--- src/rtl/core/bfab_pkg.sv ---
`timescale 1ns / 1ps
// ----------------------------------------------------------------------------
// bfab_pkg
// Shared types, register indexes and arithmetic helpers for the bilinear
// filter, modulate and alpha blend pipeline.
// ----------------------------------------------------------------------------
package bfab_pkg;

  localparam int CHAN_W  = 8;
  localparam int PROD_W  = 16;
  localparam int CFG_IDX_W = 8;

  localparam logic [CFG_IDX_W-1:0] REG_MOD_ALPHA = 8'd0;
  localparam logic [CFG_IDX_W-1:0] REG_MOD_RED   = 8'd1;
  localparam logic [CFG_IDX_W-1:0] REG_MOD_GREEN = 8'd2;
  localparam logic [CFG_IDX_W-1:0] REG_MOD_BLUE  = 8'd3;

  localparam logic [CHAN_W-1:0] CHAN_MAX  = 8'd255;
  localparam logic [PROD_W-1:0] ROUND_255 = 16'd127;

  typedef enum logic [1:0] {
    MODE_SKIP,
    MODE_COPY,
    MODE_BLEND
  } bfab_mode_t;

  typedef struct packed {
    logic s1;
    logic s2;
    logic s3;
    logic s4;
    logic s5;
    logic s6;
  } bfab_adv_t;

  // Exact floor(x / 255) for any x below 256 * 255.
  function automatic logic [CHAN_W-1:0] div255(input logic [PROD_W-1:0] x);
    logic [31:0] p;
    p = 32'(x) * 32'h0000_8081;
    return p[30:23];
  endfunction

endpackage

--- src/rtl/core/bfab_modblend.sv ---
`timescale 1ns / 1ps
// ----------------------------------------------------------------------------
// bfab_modblend
// One color lane: tint modulate, divide by 255, blend over the destination
// and select the final channel value by the alpha mode.
// ----------------------------------------------------------------------------
module bfab_modblend (
  input  logic                 clk,
  input  bfab_pkg::bfab_adv_t  adv,
  input  logic [7:0]           sample,
  input  logic [7:0]           tint,
  input  logic [7:0]           dest,
  input  logic [7:0]           alpha,
  input  bfab_pkg::bfab_mode_t mode,
  output logic [7:0]           result
);
  import bfab_pkg::*;

  logic [PROD_W-1:0] prod3;
  logic [7:0]        dest3;
  logic [7:0]        mod4;
  logic [7:0]        dest4;
  logic [PROD_W-1:0] bprod5;
  logic [7:0]        mod5;
  logic [7:0]        dest5;
  logic [7:0]        result_next;

  always_comb begin
    case (mode)
      MODE_SKIP:  result_next = dest5;
      MODE_COPY:  result_next = mod5;
      MODE_BLEND: result_next = div255(bprod5);
      default:    result_next = div255(bprod5);
    endcase
  end

  always_ff @(posedge clk) begin
    if (adv.s3) begin
      prod3 <= PROD_W'(sample) * PROD_W'(tint) + ROUND_255;
      dest3 <= dest;
    end
    if (adv.s4) begin
      mod4  <= div255(prod3);
      dest4 <= dest3;
    end
    if (adv.s5) begin
      bprod5 <= PROD_W'(mod4) * PROD_W'(alpha)
              + PROD_W'(dest4) * PROD_W'(CHAN_MAX - alpha) + ROUND_255;
      mod5   <= mod4;
      dest5  <= dest4;
    end
    if (adv.s6) begin
      result <= result_next;
    end
  end

endmodule

--- config.mk ---
export PLATFORM = sky130hd
export DESIGN_NAME = bfab_modblend
export DESIGN_NICKNAME = d
export VERILOG_FILES = /design/src/rtl/core/bfab_pkg.sv /design/src/rtl/core/bfab_modblend.sv
export SDC_FILE = /design/constraint.sdc
export NUM_CORES = 1
export LEC_CHECK = 0
export BUFFER_PORTS_ARGS = -buffer_cell sky130_fd_sc_hd__buf_2
export CORE_UTILIZATION = 40
export DETAILED_ROUTE_END_ITERATION = 10
export GPL_ROUTABILITY_DRIVEN = 0
export HOLD_SLACK_MARGIN = 0.06
export PLACE_DENSITY = 0.62
export SLEW_MARGIN = 25
export SYNTH_ARGS = -nofsm -noshare
export SYNTH_HDL_FRONTEND = slang
export SYNTH_SLANG_ARGS = --single-unit
--- constraint.sdc ---
create_clock -name clk -period 14.2 [get_ports clk]
set_clock_uncertainty 0.15 [all_clocks]
set_input_delay 2.84 -clock clk [delete_from_list [all_inputs] [get_ports clk]]
set_output_delay 2.84 -clock clk [all_outputs]
set_load 0.05 [all_outputs]
**Yosys cells after proc, flatten, opt, wreduce, memory -nomap -nowiden**

Cells that the tools add are included.

- Flip-flop bits (word level): 80
- Output and inout port bits: 8
- Logic and storage cells: 20
- Input port bits: 41

- Equal/unequal tests: 1
- Multipliers: 5
- $add $sub $neg: 4
- Reduce and logical (&&, ||, !) cells: 1
- Mux-type cells: 1

Operators with widths:

| kind | number |
|---|---|
| $mul 16x16->31 const B | 2 |
| $add 16x7->16 const B | 2 |
| $mul 8x8->16 | 2 |
| $add 16x16->16 | 1 |
| $mul 9x9->16 | 1 |
| $pmux 8 s2 | 1 |
| $sub 8x8->9 const A | 1 |
| $eq 2x1->1 const B | 1 |
| $logic_not 2->1 | 1 |

**Logic depth before layout (Yosys ltp)**

- Word-level depth: 4
- Gate-level depth with buffers: 21
- Depth with buffers taken out: 20

**Least setup slack after synthesis**

Ideal clock, no wire load.

- Kind: in2reg
- Start: in alpha[7]
- End: reg bprod5[15] (data pin)
- Arrival time: 8.116 ns
- Path slack: 5.752 ns
- Data required time: 13.868 ns
- Path buffers: 1
- Library setup time: 0.182 ns
- Stages on the path: 19
- Cells stage by stage: clkbuf_1 and2_1 fa_1 inv_1 fa_1 fa_1 inv_1 fa_1 fa_1 inv_1 fa_1 inv_1 ha_1 a21o_1 a311o_1 a211o_1 a31o_2 mux2i_1 nor4b_1

- Word-level cells in the longest chain between the ends: 4
- Elaborated cells between the ends (all ways): 5
- Classes of those cells: add/sub (3); mul (2)

RTL lines:

| item | line | text |
|---|---|---|
| start, declared | bfab_modblend.sv:13 | `input logic [7:0] alpha,` |
| $sub 8x8->9 | bfab_modblend.sv:48 | `+ PROD_W'(dest4) * PROD_W'(CHAN_MAX - alpha) + ROUND_255;` |
| $mul 9x9->16 | bfab_modblend.sv:48 |  |
| $add 16x16->16 * | bfab_modblend.sv:48 |  |
| $add 16x7->16 * | bfab_modblend.sv:48 |  |
| end signal, assigned | bfab_modblend.sv:47 | `bprod5 <= PROD_W'(mod4) * PROD_W'(alpha)` |
| end, declared | bfab_modblend.sv:23 | `logic [PROD_W-1:0] bprod5;` |

Mark *: on every way between the ends. The rest lies on a longest branch, timed or not.
A chain may end at the register's enable or synchronous reset.

**Final worst setup path**

- Start: in alpha[4]
- End: reg bprod5[15] (data pin)

The elaborated chain is that of the path after synthesis.

==> metrics.txt <==
status complete, no violations; Crit path top cell by count fa_1; WS Path Type in -> reg; part of the Yosys area used for sequential elements 20.6%; vias in the first global route about 8200; Worst Path Required around 14000 ps; FF-to-FF setup slack around 8000 ps; Final period util between 50% and 60%; die area between 20000 and 30000 um^2; Syn. warnings 0; First-pass DRT Iterations 5; Slew @ Worst Pin about 730 ps; per-cell routed wire length approximately 15 um; startpoint class of the critical path primary input; Slew HR between 50% and 60%; worst path cell trace buf_2, nand2b_1, fa_1, fa_1, inv_1, fa_1, fa_1, fa_1, inv_1, fa_1, inv_1, ha_1, a21o_1, a311o_1, a211o_1, a31o_2, mux2i_1, nor4b_1; number of synthesized flops with an enable pin 80; syn nets 1516; crit path max fanout 16; Core Area 28600 um^2; Final setup viols 0; final WL between 20 and 25 mm; CP Capture Type flip-flop; Synth async-reset ratio 0%; hold_ws around 270 ps; grt ovf 0; max-cap violations 0; H-tree depth 3; Slowest cell on crit path fa_1; HP Class reg -> reg; Synth top area share approximately 25%; port buffer count 46; cell area after synthesis approximately 12000 um^2; number of core rows 62; DR vias/cell approximately 5.0; DRC 0; total negative setup slack 0 ps; FF+latch area 2400 um^2; share of cells above drive strength 1 6.58%; top cells by area, synth fa_1 25%, ha_1 24%, edfxtp_1 21%, inv_1 6.3%, nand2_1 3.3%; Initial Utilization between 40% and 50%; Vias 7734; count leader, synth ha_1; Syn-to-layout area delta 8.51%; RSZ-0062 raised after global routing no; post-route ant nets 0; max-slew violation count 0; clk_lat worst skew between 300 and 400 ps; cts bufs inserted 9; antenna cells 0; final worst path period need between 8000 and 9000 ps; Hold Buf Count CTS 0; Final Cell Area 12600 um^2; commonest cells in the netlist 223 x ha_1, 196 x inv_1, 144 x fa_1; CP top delay family adder cells; Max Freq roughly 120 MHz; DP Worst Slack approximately 5400 ps; Nets about 1600; largest net degree at the start of global routing 33; chip height approximately 170 um; Cell Area, Placed around 12000 um^2; syn avg cell area 10.5 um^2; GRT Overall Usage 16.6%; I/O pins between 40 and 50; top_reg_cell synth edfxtp_1; Post-CTS Resized 0; CTS tree yes; Clock Tree Root clkbuf_16; post-CTS setup buffer count 0; DP HPWL around 19 mm; multi-input logic area between 8000 and 9000 um^2; clk sinks 80; CP bufs+invs 4; fin worst setup slack between 5000 and 6000 ps; initial detailed-routing violation count roughly 280; Yosys reg bits 80; critical path's largest stage delay approximately 540 ps; leading area contributor after synthesis fa_1; fill count roughly 2700; critical path arrival approximately 8400 ps; Post-Synthesis Cells between 1000 and 1500; die width about 170 um; Clock Tree Buf Depth 2; antenna violations before repair 0; Final Hold Viols 0; Worst-path clk slew around 60 ps; post-synthesis cell type count 57; first-pass GRT wire length just under 40 mm
[layout by cell type (no fill, tap or decap), types with 7 or more instances in the layout]
master and instances:
buf_2 46, edfxtp_1 80, fa_1 144, nand2b_1 29, and2_1 51, ha_1 223, o21ai_0 16, nor2_1 19
nand3_1 11, nand2_1 101, a21o_1 7, a211oi_1 15, o21a_1 10, a21oi_1 31, clkbuf_16 9, inv_1 196
nor2b_1 49, xnor2_1 31
[layout make-up]
type	count	area share [%]
Multi-Input combinational cell	817	66.9
Tap cell	384	3.80
Sequential cell	80	19.0
Inverter	196	5.83
Clock buffer	10	1.81
Clock inverter	6	0.852
Timing Repair Buffer	46	1.82
[per-stage QoR]
stage          util, %  std cells
6_report          44.1       1539
5_1_grt           44.1       1539
4_1_cts           44.1       1539
3_5_place_dp      42.9       1523
3_3_place_gp      42.9       1523
2_1_floorplan        -       1108
[sequential cells by signal, indices dropped and copies added (netlist names)]
signal / cells
bprod5: 16
dest3: 8
dest4: 8
dest5: 8
mod4: 8
mod5: 8
prod3: 16
result: 8
[layer usage]
layer / global-route usage, % / wire (um)
met1: 20.9 / 10300
met2: 29.9 / 12000
met3: 1.91 / 478
met4: 4.43 / 301
met5: 0 / 0
[final timing paths]
kind | from | to | cells after the start
max | alpha[4] | bprod5[15] | 18
min reg2reg | dest3[1] | dest4[1] | 0
min | dest3[1] | dest4[1] | 0
max reg2reg | mod4[1] | bprod5[15] | 18
[worst register-to-register path, cell delays in order, from the launching register on]
cell,delay (ps)
edfxtp_1,560
and2_1,240
fa_1,540
inv_1,60
fa_1,510
fa_1,510
inv_1,50
fa_1,460
fa_1,540
inv_1,50
fa_1,530
inv_1,40
ha_1,360
a21o_1,190
a311o_1,360
a211o_1,290
a31o_2,240
mux2i_1,120
nor4b_1,310
[kinds of logic (layout without fill, tap and decap cells)]
group,count (synthesis),count (layout),synth area share (%)
mux,5,5,0.430
flops,80,80,20.6
compound gates,121,121,7.78
xor+xnor,36,36,2.71
simple gates,288,288,12.9
buf+inv,211,258,6.80
fa+ha+maj,367,367,48.7
Power is not shown: default switching activity piles up to over one toggle a cycle in this logic, so the estimate is an artifact.
