### src/rtl/core/bfab_pkg.sv
`timescale 1ns / 1ps
// ----------------------------------------------------------------------------
// bfab_pkg
// Shared types, register indexes and arithmetic helpers for the bilinear
// filter, modulate and alpha blend pipeline.
// ----------------------------------------------------------------------------
package bfab_pkg;

  localparam int CHAN_W  = 8;
  localparam int PROD_W  = 16;
  localparam int CFG_IDX_W = 8;

  localparam logic [CFG_IDX_W-1:0] REG_MOD_ALPHA = 8'd0;
  localparam logic [CFG_IDX_W-1:0] REG_MOD_RED   = 8'd1;
  localparam logic [CFG_IDX_W-1:0] REG_MOD_GREEN = 8'd2;
  localparam logic [CFG_IDX_W-1:0] REG_MOD_BLUE  = 8'd3;

  localparam logic [CHAN_W-1:0] CHAN_MAX  = 8'd255;
  localparam logic [PROD_W-1:0] ROUND_255 = 16'd127;

  typedef enum logic [1:0] {
    MODE_SKIP,
    MODE_COPY,
    MODE_BLEND
  } bfab_mode_t;

  typedef struct packed {
    logic s1;
    logic s2;
    logic s3;
    logic s4;
    logic s5;
    logic s6;
  } bfab_adv_t;

  // Exact floor(x / 255) for any x below 256 * 255.
  function automatic logic [CHAN_W-1:0] div255(input logic [PROD_W-1:0] x);
    logic [31:0] p;
    p = 32'(x) * 32'h0000_8081;
    return p[30:23];
  endfunction

endpackage

### src/rtl/core/bfab_bilerp.sv
`timescale 1ns / 1ps
// ----------------------------------------------------------------------------
// bfab_bilerp
// One channel lane of the bilinear filter: x interpolation of the top and
// bottom rows in the first stage, y interpolation in the second.
// ----------------------------------------------------------------------------
module bfab_bilerp #(
  parameter int FRAC_BITS = 8
) (
  input  logic                      clk,
  input  bfab_pkg::bfab_adv_t       adv,
  input  logic [7:0]                top_left,
  input  logic [7:0]                top_right,
  input  logic [7:0]                bottom_left,
  input  logic [7:0]                bottom_right,
  input  logic [FRAC_BITS-1:0]      fx,
  input  logic [FRAC_BITS-1:0]      fy1,
  output logic [7:0]                sample
);
  import bfab_pkg::*;

  localparam int SW = FRAC_BITS + 10;
  localparam logic [FRAC_BITS:0] ONE = {1'b1, {FRAC_BITS{1'b0}}};
  localparam logic [SW-1:0] HALF = SW'(1) << (FRAC_BITS - 1);

  function automatic logic [7:0] lerp(input logic [7:0] a, input logic [7:0] b,
                                      input logic [FRAC_BITS-1:0] f);
    logic [FRAC_BITS:0] wa;
    logic [SW-1:0]      sum;
    wa  = ONE - (FRAC_BITS+1)'(f);
    sum = SW'(wa) * SW'(a) + SW'(f) * SW'(b) + HALF;
    return sum[FRAC_BITS+7:FRAC_BITS];
  endfunction

  logic [7:0] row_top;
  logic [7:0] row_bottom;

  always_ff @(posedge clk) begin
    if (adv.s1) begin
      row_top    <= lerp(top_left, top_right, fx);
      row_bottom <= lerp(bottom_left, bottom_right, fx);
    end
    if (adv.s2) begin
      sample <= lerp(row_top, row_bottom, fy1);
    end
  end

endmodule

### config.mk
export PLATFORM = sky130hd
export DESIGN_NAME = bfab_bilerp
export DESIGN_NICKNAME = d
export VERILOG_FILES = /design/src/rtl/core/bfab_pkg.sv /design/src/rtl/core/bfab_bilerp.sv
export SDC_FILE = /design/constraint.sdc
export NUM_CORES = 1
export LEC_CHECK = 0
export BUFFER_PORTS_ARGS = -buffer_cell sky130_fd_sc_hd__buf_2
export CORE_ASPECT_RATIO = 0.9
export CORE_UTILIZATION = 50
export CTS_BUF_LIST = sky130_fd_sc_hd__clkbuf_16
export DETAILED_ROUTE_END_ITERATION = 12
export PLACE_DENSITY_LB_ADDON = 0.3
export SLEW_MARGIN = 20
export SYNTH_ARGS = -nofsm -noshare
export SYNTH_HDL_FRONTEND = slang
export SYNTH_SLANG_ARGS = --single-unit
### constraint.sdc
create_clock -name clk -period 11.51 [get_ports clk]
set_input_delay 1.151 -clock clk [delete_from_list [all_inputs] [get_ports clk]]
set_output_delay 1.151 -clock clk [all_outputs]
set_load 0.02 [all_outputs]
# Word-level counts from Yosys, hierarchy flattened
# Index checks and enable logic that the tools add are counted.
# word_totals
n_memories,0
mem_bits_rw,0
inputBits,55
latch_bits,0
regBits,24
rom_bits,0
elab_cells,17
# op_classes
mul,6
n_bitwise,0
n_reduce_logical,0
div_mod_pow,0
shifts,0
n_lt_le_gt_ge,0
eq_ne,0
muxes,0
n_addsub,8
# op_table
cell,count
adder 16 bit,3
adder 16 x 8 -> 16 bit (second input constant),3
multiplier 8 x 8 -> 16 bit,3
multiplier 9 x 8 -> 16 bit,3
subtractor 9 x 8 -> 9 bit (first input constant),2

# Depth between registers and ports, before layout
# depth
ltp_word,4
mapped_depth,26
mapped_depth_nobuf,24

# Worst setup path before layout
# Ideal clock, no wire load.
# synth_path
kind,input to register
from,input fx[0]
to,"register row_bottom[4], data pin"
cell_stages,23
t_required_ns,11.248
setup_slack_ns,4.210
path_buffers,3
setup_time_ns,0.262
arrival_time_ns,7.037
cell_sequence,clkbuf_1 -> clkbuf_1 -> inv_1 -> ha_1 -> xnor2_1 -> clkbuf_1 -> nand2_1 -> fa_1 -> fa_1 -> inv_1 -> fa_1 -> fa_1 -> fa_1 -> inv_1 -> fa_1 -> inv_1 -> ha_1 -> a21o_1 -> a21o_1 -> a2111oi_4 -> o21bai_1 -> a211oi_1 -> nor3_1
# synth_via
elab_chain_len,4
elab_cells_between_ends,5
classes_between,add/sub (3); mul (2)
# synth_rtl
element,line_no,source
"start, declared",bfab_bilerp.sv:16,"input logic [FRAC_BITS-1:0] fx,"
subtractor 9 x 8 -> 9 bit,bfab_bilerp.sv:30,wa = ONE - (FRAC_BITS+1)'(f);
multiplier 9 x 8 -> 16 bit,bfab_bilerp.sv:31,sum = SW'(wa) * SW'(a) + SW'(f) * SW'(b) + HALF;
adder 16 bit *,bfab_bilerp.sv:31,
adder 16 x 8 -> 16 bit *,bfab_bilerp.sv:31,
"end signal, assigned",bfab_bilerp.sv:41,"row_bottom <= lerp(bottom_left, bottom_right, fx);"
"end, declared",bfab_bilerp.sv:36,logic [7:0] row_bottom;
# Every way passes the cells marked *; elsewhere a longest branch is shown, timed or not.
# A chain may end at the register's enable or synchronous reset.

# Final worst setup path
# Same ends and word-level chain as after synthesis.

==> results.yml <==
status:
  status: "complete, but fails checks"
  violations: "DRC"
critical_path:
  worst-path-buf-inv: 6
  critical_path_required_ps: 11520
  cp_max_fo: 32
  worstReg2RegEnd: "sample[5]$_DFFE_PP_"
  r2r-start: "row_top[1]$_DFFE_PP_"
  path_cells: "buf_2, inv_1, ha_1, nor3b_2, xnor2_2, and2_1, fa_1, inv_1, fa_1, inv_1, fa_1, fa_1, fa_1, inv_1, fa_1, inv_1, ha_1, a21o_1, a21o_1, a2111oi_4, o21bai_1, a211oi_1, nor3_1"
  crit_type: "in2reg"
  path_delay_family: "adder cells"
  setup.worst_path.end_class: "register"
  worst_setup_path_start_kind: "primary input"
  slowest_delay_ps: 730
  arrival_ps: 7790
  crit_top_cell: "fa_1"
  r2r_cells: 18
  cpMaxStageDelayCell: "xnor2_2"
  reg2reg_slack_ps: 5720
routing:
  post_drt_via_cell_ratio: 5.05
  finalWirelength_mm: 29.8
  dr.pass1.iters: 11
  avgRoutedWirePerCell_um: 15.3
  vias: 9843
  drt_iter0_drc: 525
  drc: 1
  drtAntennaViolNets: 0
clocking:
  cts.sink_count: 24
  numCtsBuffers: 3
  cts_setup_buffers: 0
  cts-root-buf: "clkbuf_16"
  clockBufferDepth: 2
  ctsResizeCount: 0
  cts_htree_levels: 1
  cts-hold-fix-buffers: 0
  clkTransAtPathRegs_ps: 70
  worstSkewPairLatency_ps: 270
  cts_tree: "yes"
floorplanning:
  die_w_um: 180
  ioPinCount: 63
  start_util_pct: 51.0
  row_count: 58
  die_area_mm2: 0.0292
  die_y_um: 162
  core_mm2: 0.0280
global_routing:
  met2_usage_pct: 39.4
  grt_use_met3_pct: 2.42
  track_usage_pct: 22.1
  grt_max_degree: 33
  grt_use_met1_pct: 29.6
  grt_pass1_wl_mm: 51.7
  busiest_layer: "met2"
  grt_antenna_before_repair: 1
  gr-total-overflow: 0
  grt_pass1_vias: 10605
finish:
  seqCellArea_um2: 721
  area_delta_synth_final_pct: 5.35
  multiInputGateArea_mm2: 0.0118
  fillers: 2589
  post-route-util_pct: 53.7
  n_antenna_cell: 0
  nets: 2144
  drive_above_1_share_pct: 5.15
timing:
  finalHoldViolCount: 0
  final_max_slew_viol_count: 0
  fin_crit_ps: 7780
  finalCritPeriodShare_pct: 67.6
  clock_skew_ps: 5.18
  fmax_mhz: 129
  rsz0062_at_grt: "no"
  setup_viol: 0
  slew_headroom_pct: 32.4
  fin_setup_tns_ps: 0
  tightestPinTransition_ps: 1010
synthesis:
  synth.avg_cell_area_um2: 9.14
  yosysTopAreaCellShare_pct: 42.1
  synthFlopType: "edfxtp_1"
  synth.distinct_cells: 44
  synth_cells: 1562
  synthArstFlopShare_pct: 0
  synth_seq_area_share_pct: 5.05
  synth_area_leaders: "fa_1 42%, ha_1 17%, inv_1 12%"
  synth_area_mm2: 0.0143
  synth_top_cell_by_area: "fa_1"
  syn-num-nets: 2114
  ys_ff_latch: 24
  synth_edf_count: 24
  ys_warn_count: 0
place:
  gp_congestion: 0.867
  hpwl_mm: 25.4
  io_buffers: 58
hold_path:
  whs_path_depth: 3
  hold_class: "reg2reg"
  worst_hold_startpoint: "row_top[7]$_DFFE_PP_"
  holdPathEnd: "sample[7]$_DFFE_PP_"
flow_run:
  cap_violations: 0
-- how the worst max path moves through the flow --
stage | from | end | slack, ps | depth (start not counted)
3_3_place_gp | fx[0] | row_bottom[7]$_DFFE_PP_ | 3500 | 23
4_1_cts | fx[0] | row_bottom[7]$_DFFE_PP_ | 3750 | 23
3_5_place_dp | fx[0] | row_bottom[7]$_DFFE_PP_ | 3460 | 23
2_1_floorplan | fx[0] | row_bottom[4]$_DFFE_PP_ | 4210 | 23
6_report | fx[0] | row_bottom[4]$_DFFE_PP_ | 3730 | 23
5_1_grt | fx[0] | row_top[7]$_DFFE_PP_ | 3230 | 23
-- cell families after synthesis --
family          synth area share, %
fa+ha+maj                      59.3
buf+inv                        12.6
simple gates                   17.5
compound gates                 2.21
flops                          5.05
xor+xnor                       3.29
-- placed cells by master, fill, tap and decap left out, types with 10 or more instances in the layout --
master	netlist	layout
edfxtp_1	24	24
fa_1	300	300
a21oi_1	13	13
and2_1	258	258
ha_1	197	197
buf_2	5	58
nand2_1	155	155
o21ai_0	11	11
inv_1	439	439
xnor2_1	41	37
xor2_1	10	10
nor2_1	15	15
-- layer usage --
metal | share of wire, % | wire, um | up-vias
met5 | 0.037 | 11 | -
met4 | 0.97 | 290 | 2
met1 | 45 | 13400 | 5012
met3 | 4.4 | 1300 | 25
met2 | 50 | 14800 | 198
li1 | - | - | 4606
-- state kept, by name (all words and copies together) (netlist names) --
| signal | count |
|---|---|
| sample | 8 |
| row_top | 8 |
| row_bottom | 8 |
-- worst register-to-register path, delay by kind of cell, from the launching register on --
| kind | cells | cell delay, ps |
|---|---|---|
| buf+inv | 4 | 190 |
| simple gates | 2 | 480 |
| fa+ha+maj | 7 | 3200 |
| flops | 1 | 550 |
| xor+xnor | 1 | 100 |
| compound gates | 4 | 1020 |
-- per-stage QoR --
stage	hold WS, ps	cells	instance area [um^2]	setup slack (ps)
6_report	1040	1951	15000	3730
3_5_place_dp	1040	1947	14900	3460
3_3_place_gp	1030	1947	14900	3500
4_1_cts	1070	1951	15000	3750
2_1_floorplan	893	1562	14300	4210
5_1_grt	1130	1951	15000	3230
-- cells in the mapped netlist, drive strengths merged, types with 2 or more instances --
| cell type | instances |
|---|---|
| a2111oi | 2 |
| a21o | 3 |
| a21oi | 13 |
| a22oi | 2 |
| a31oi | 2 |
| and2 | 258 |
| buf | 8 |
| clkbuf | 30 |
| edfxtp | 24 |
| fa | 300 |
| ha | 197 |
| inv | 439 |
| nand2 | 155 |
| nand2b | 6 |
| nand3 | 6 |
| nand4 | 5 |
| nor2 | 16 |
| nor2b | 2 |
| nor3 | 12 |
| nor4 | 2 |
| o211ai | 3 |
| o21ai | 13 |
| o31ai | 2 |
| xnor2 | 41 |
| xor2 | 10 |
-- area by class of cell --
| cell class | count | area share (%) |
|---|---|---|
| inverters | 439 | 11.0 |
| flip-flops and latches | 24 | 4.79 |
| clock buffers | 3 | 0.499 |
| well taps | 360 | 2.99 |
| clock inverters | 1 | 0.200 |
| multi-input cells | 1061 | 78.4 |
| repair buffers | 63 | 2.18 |
Power is left out: the tool's default activity adds up to more than one toggle a clock period on the data nets, which glitch-free logic cannot reach.
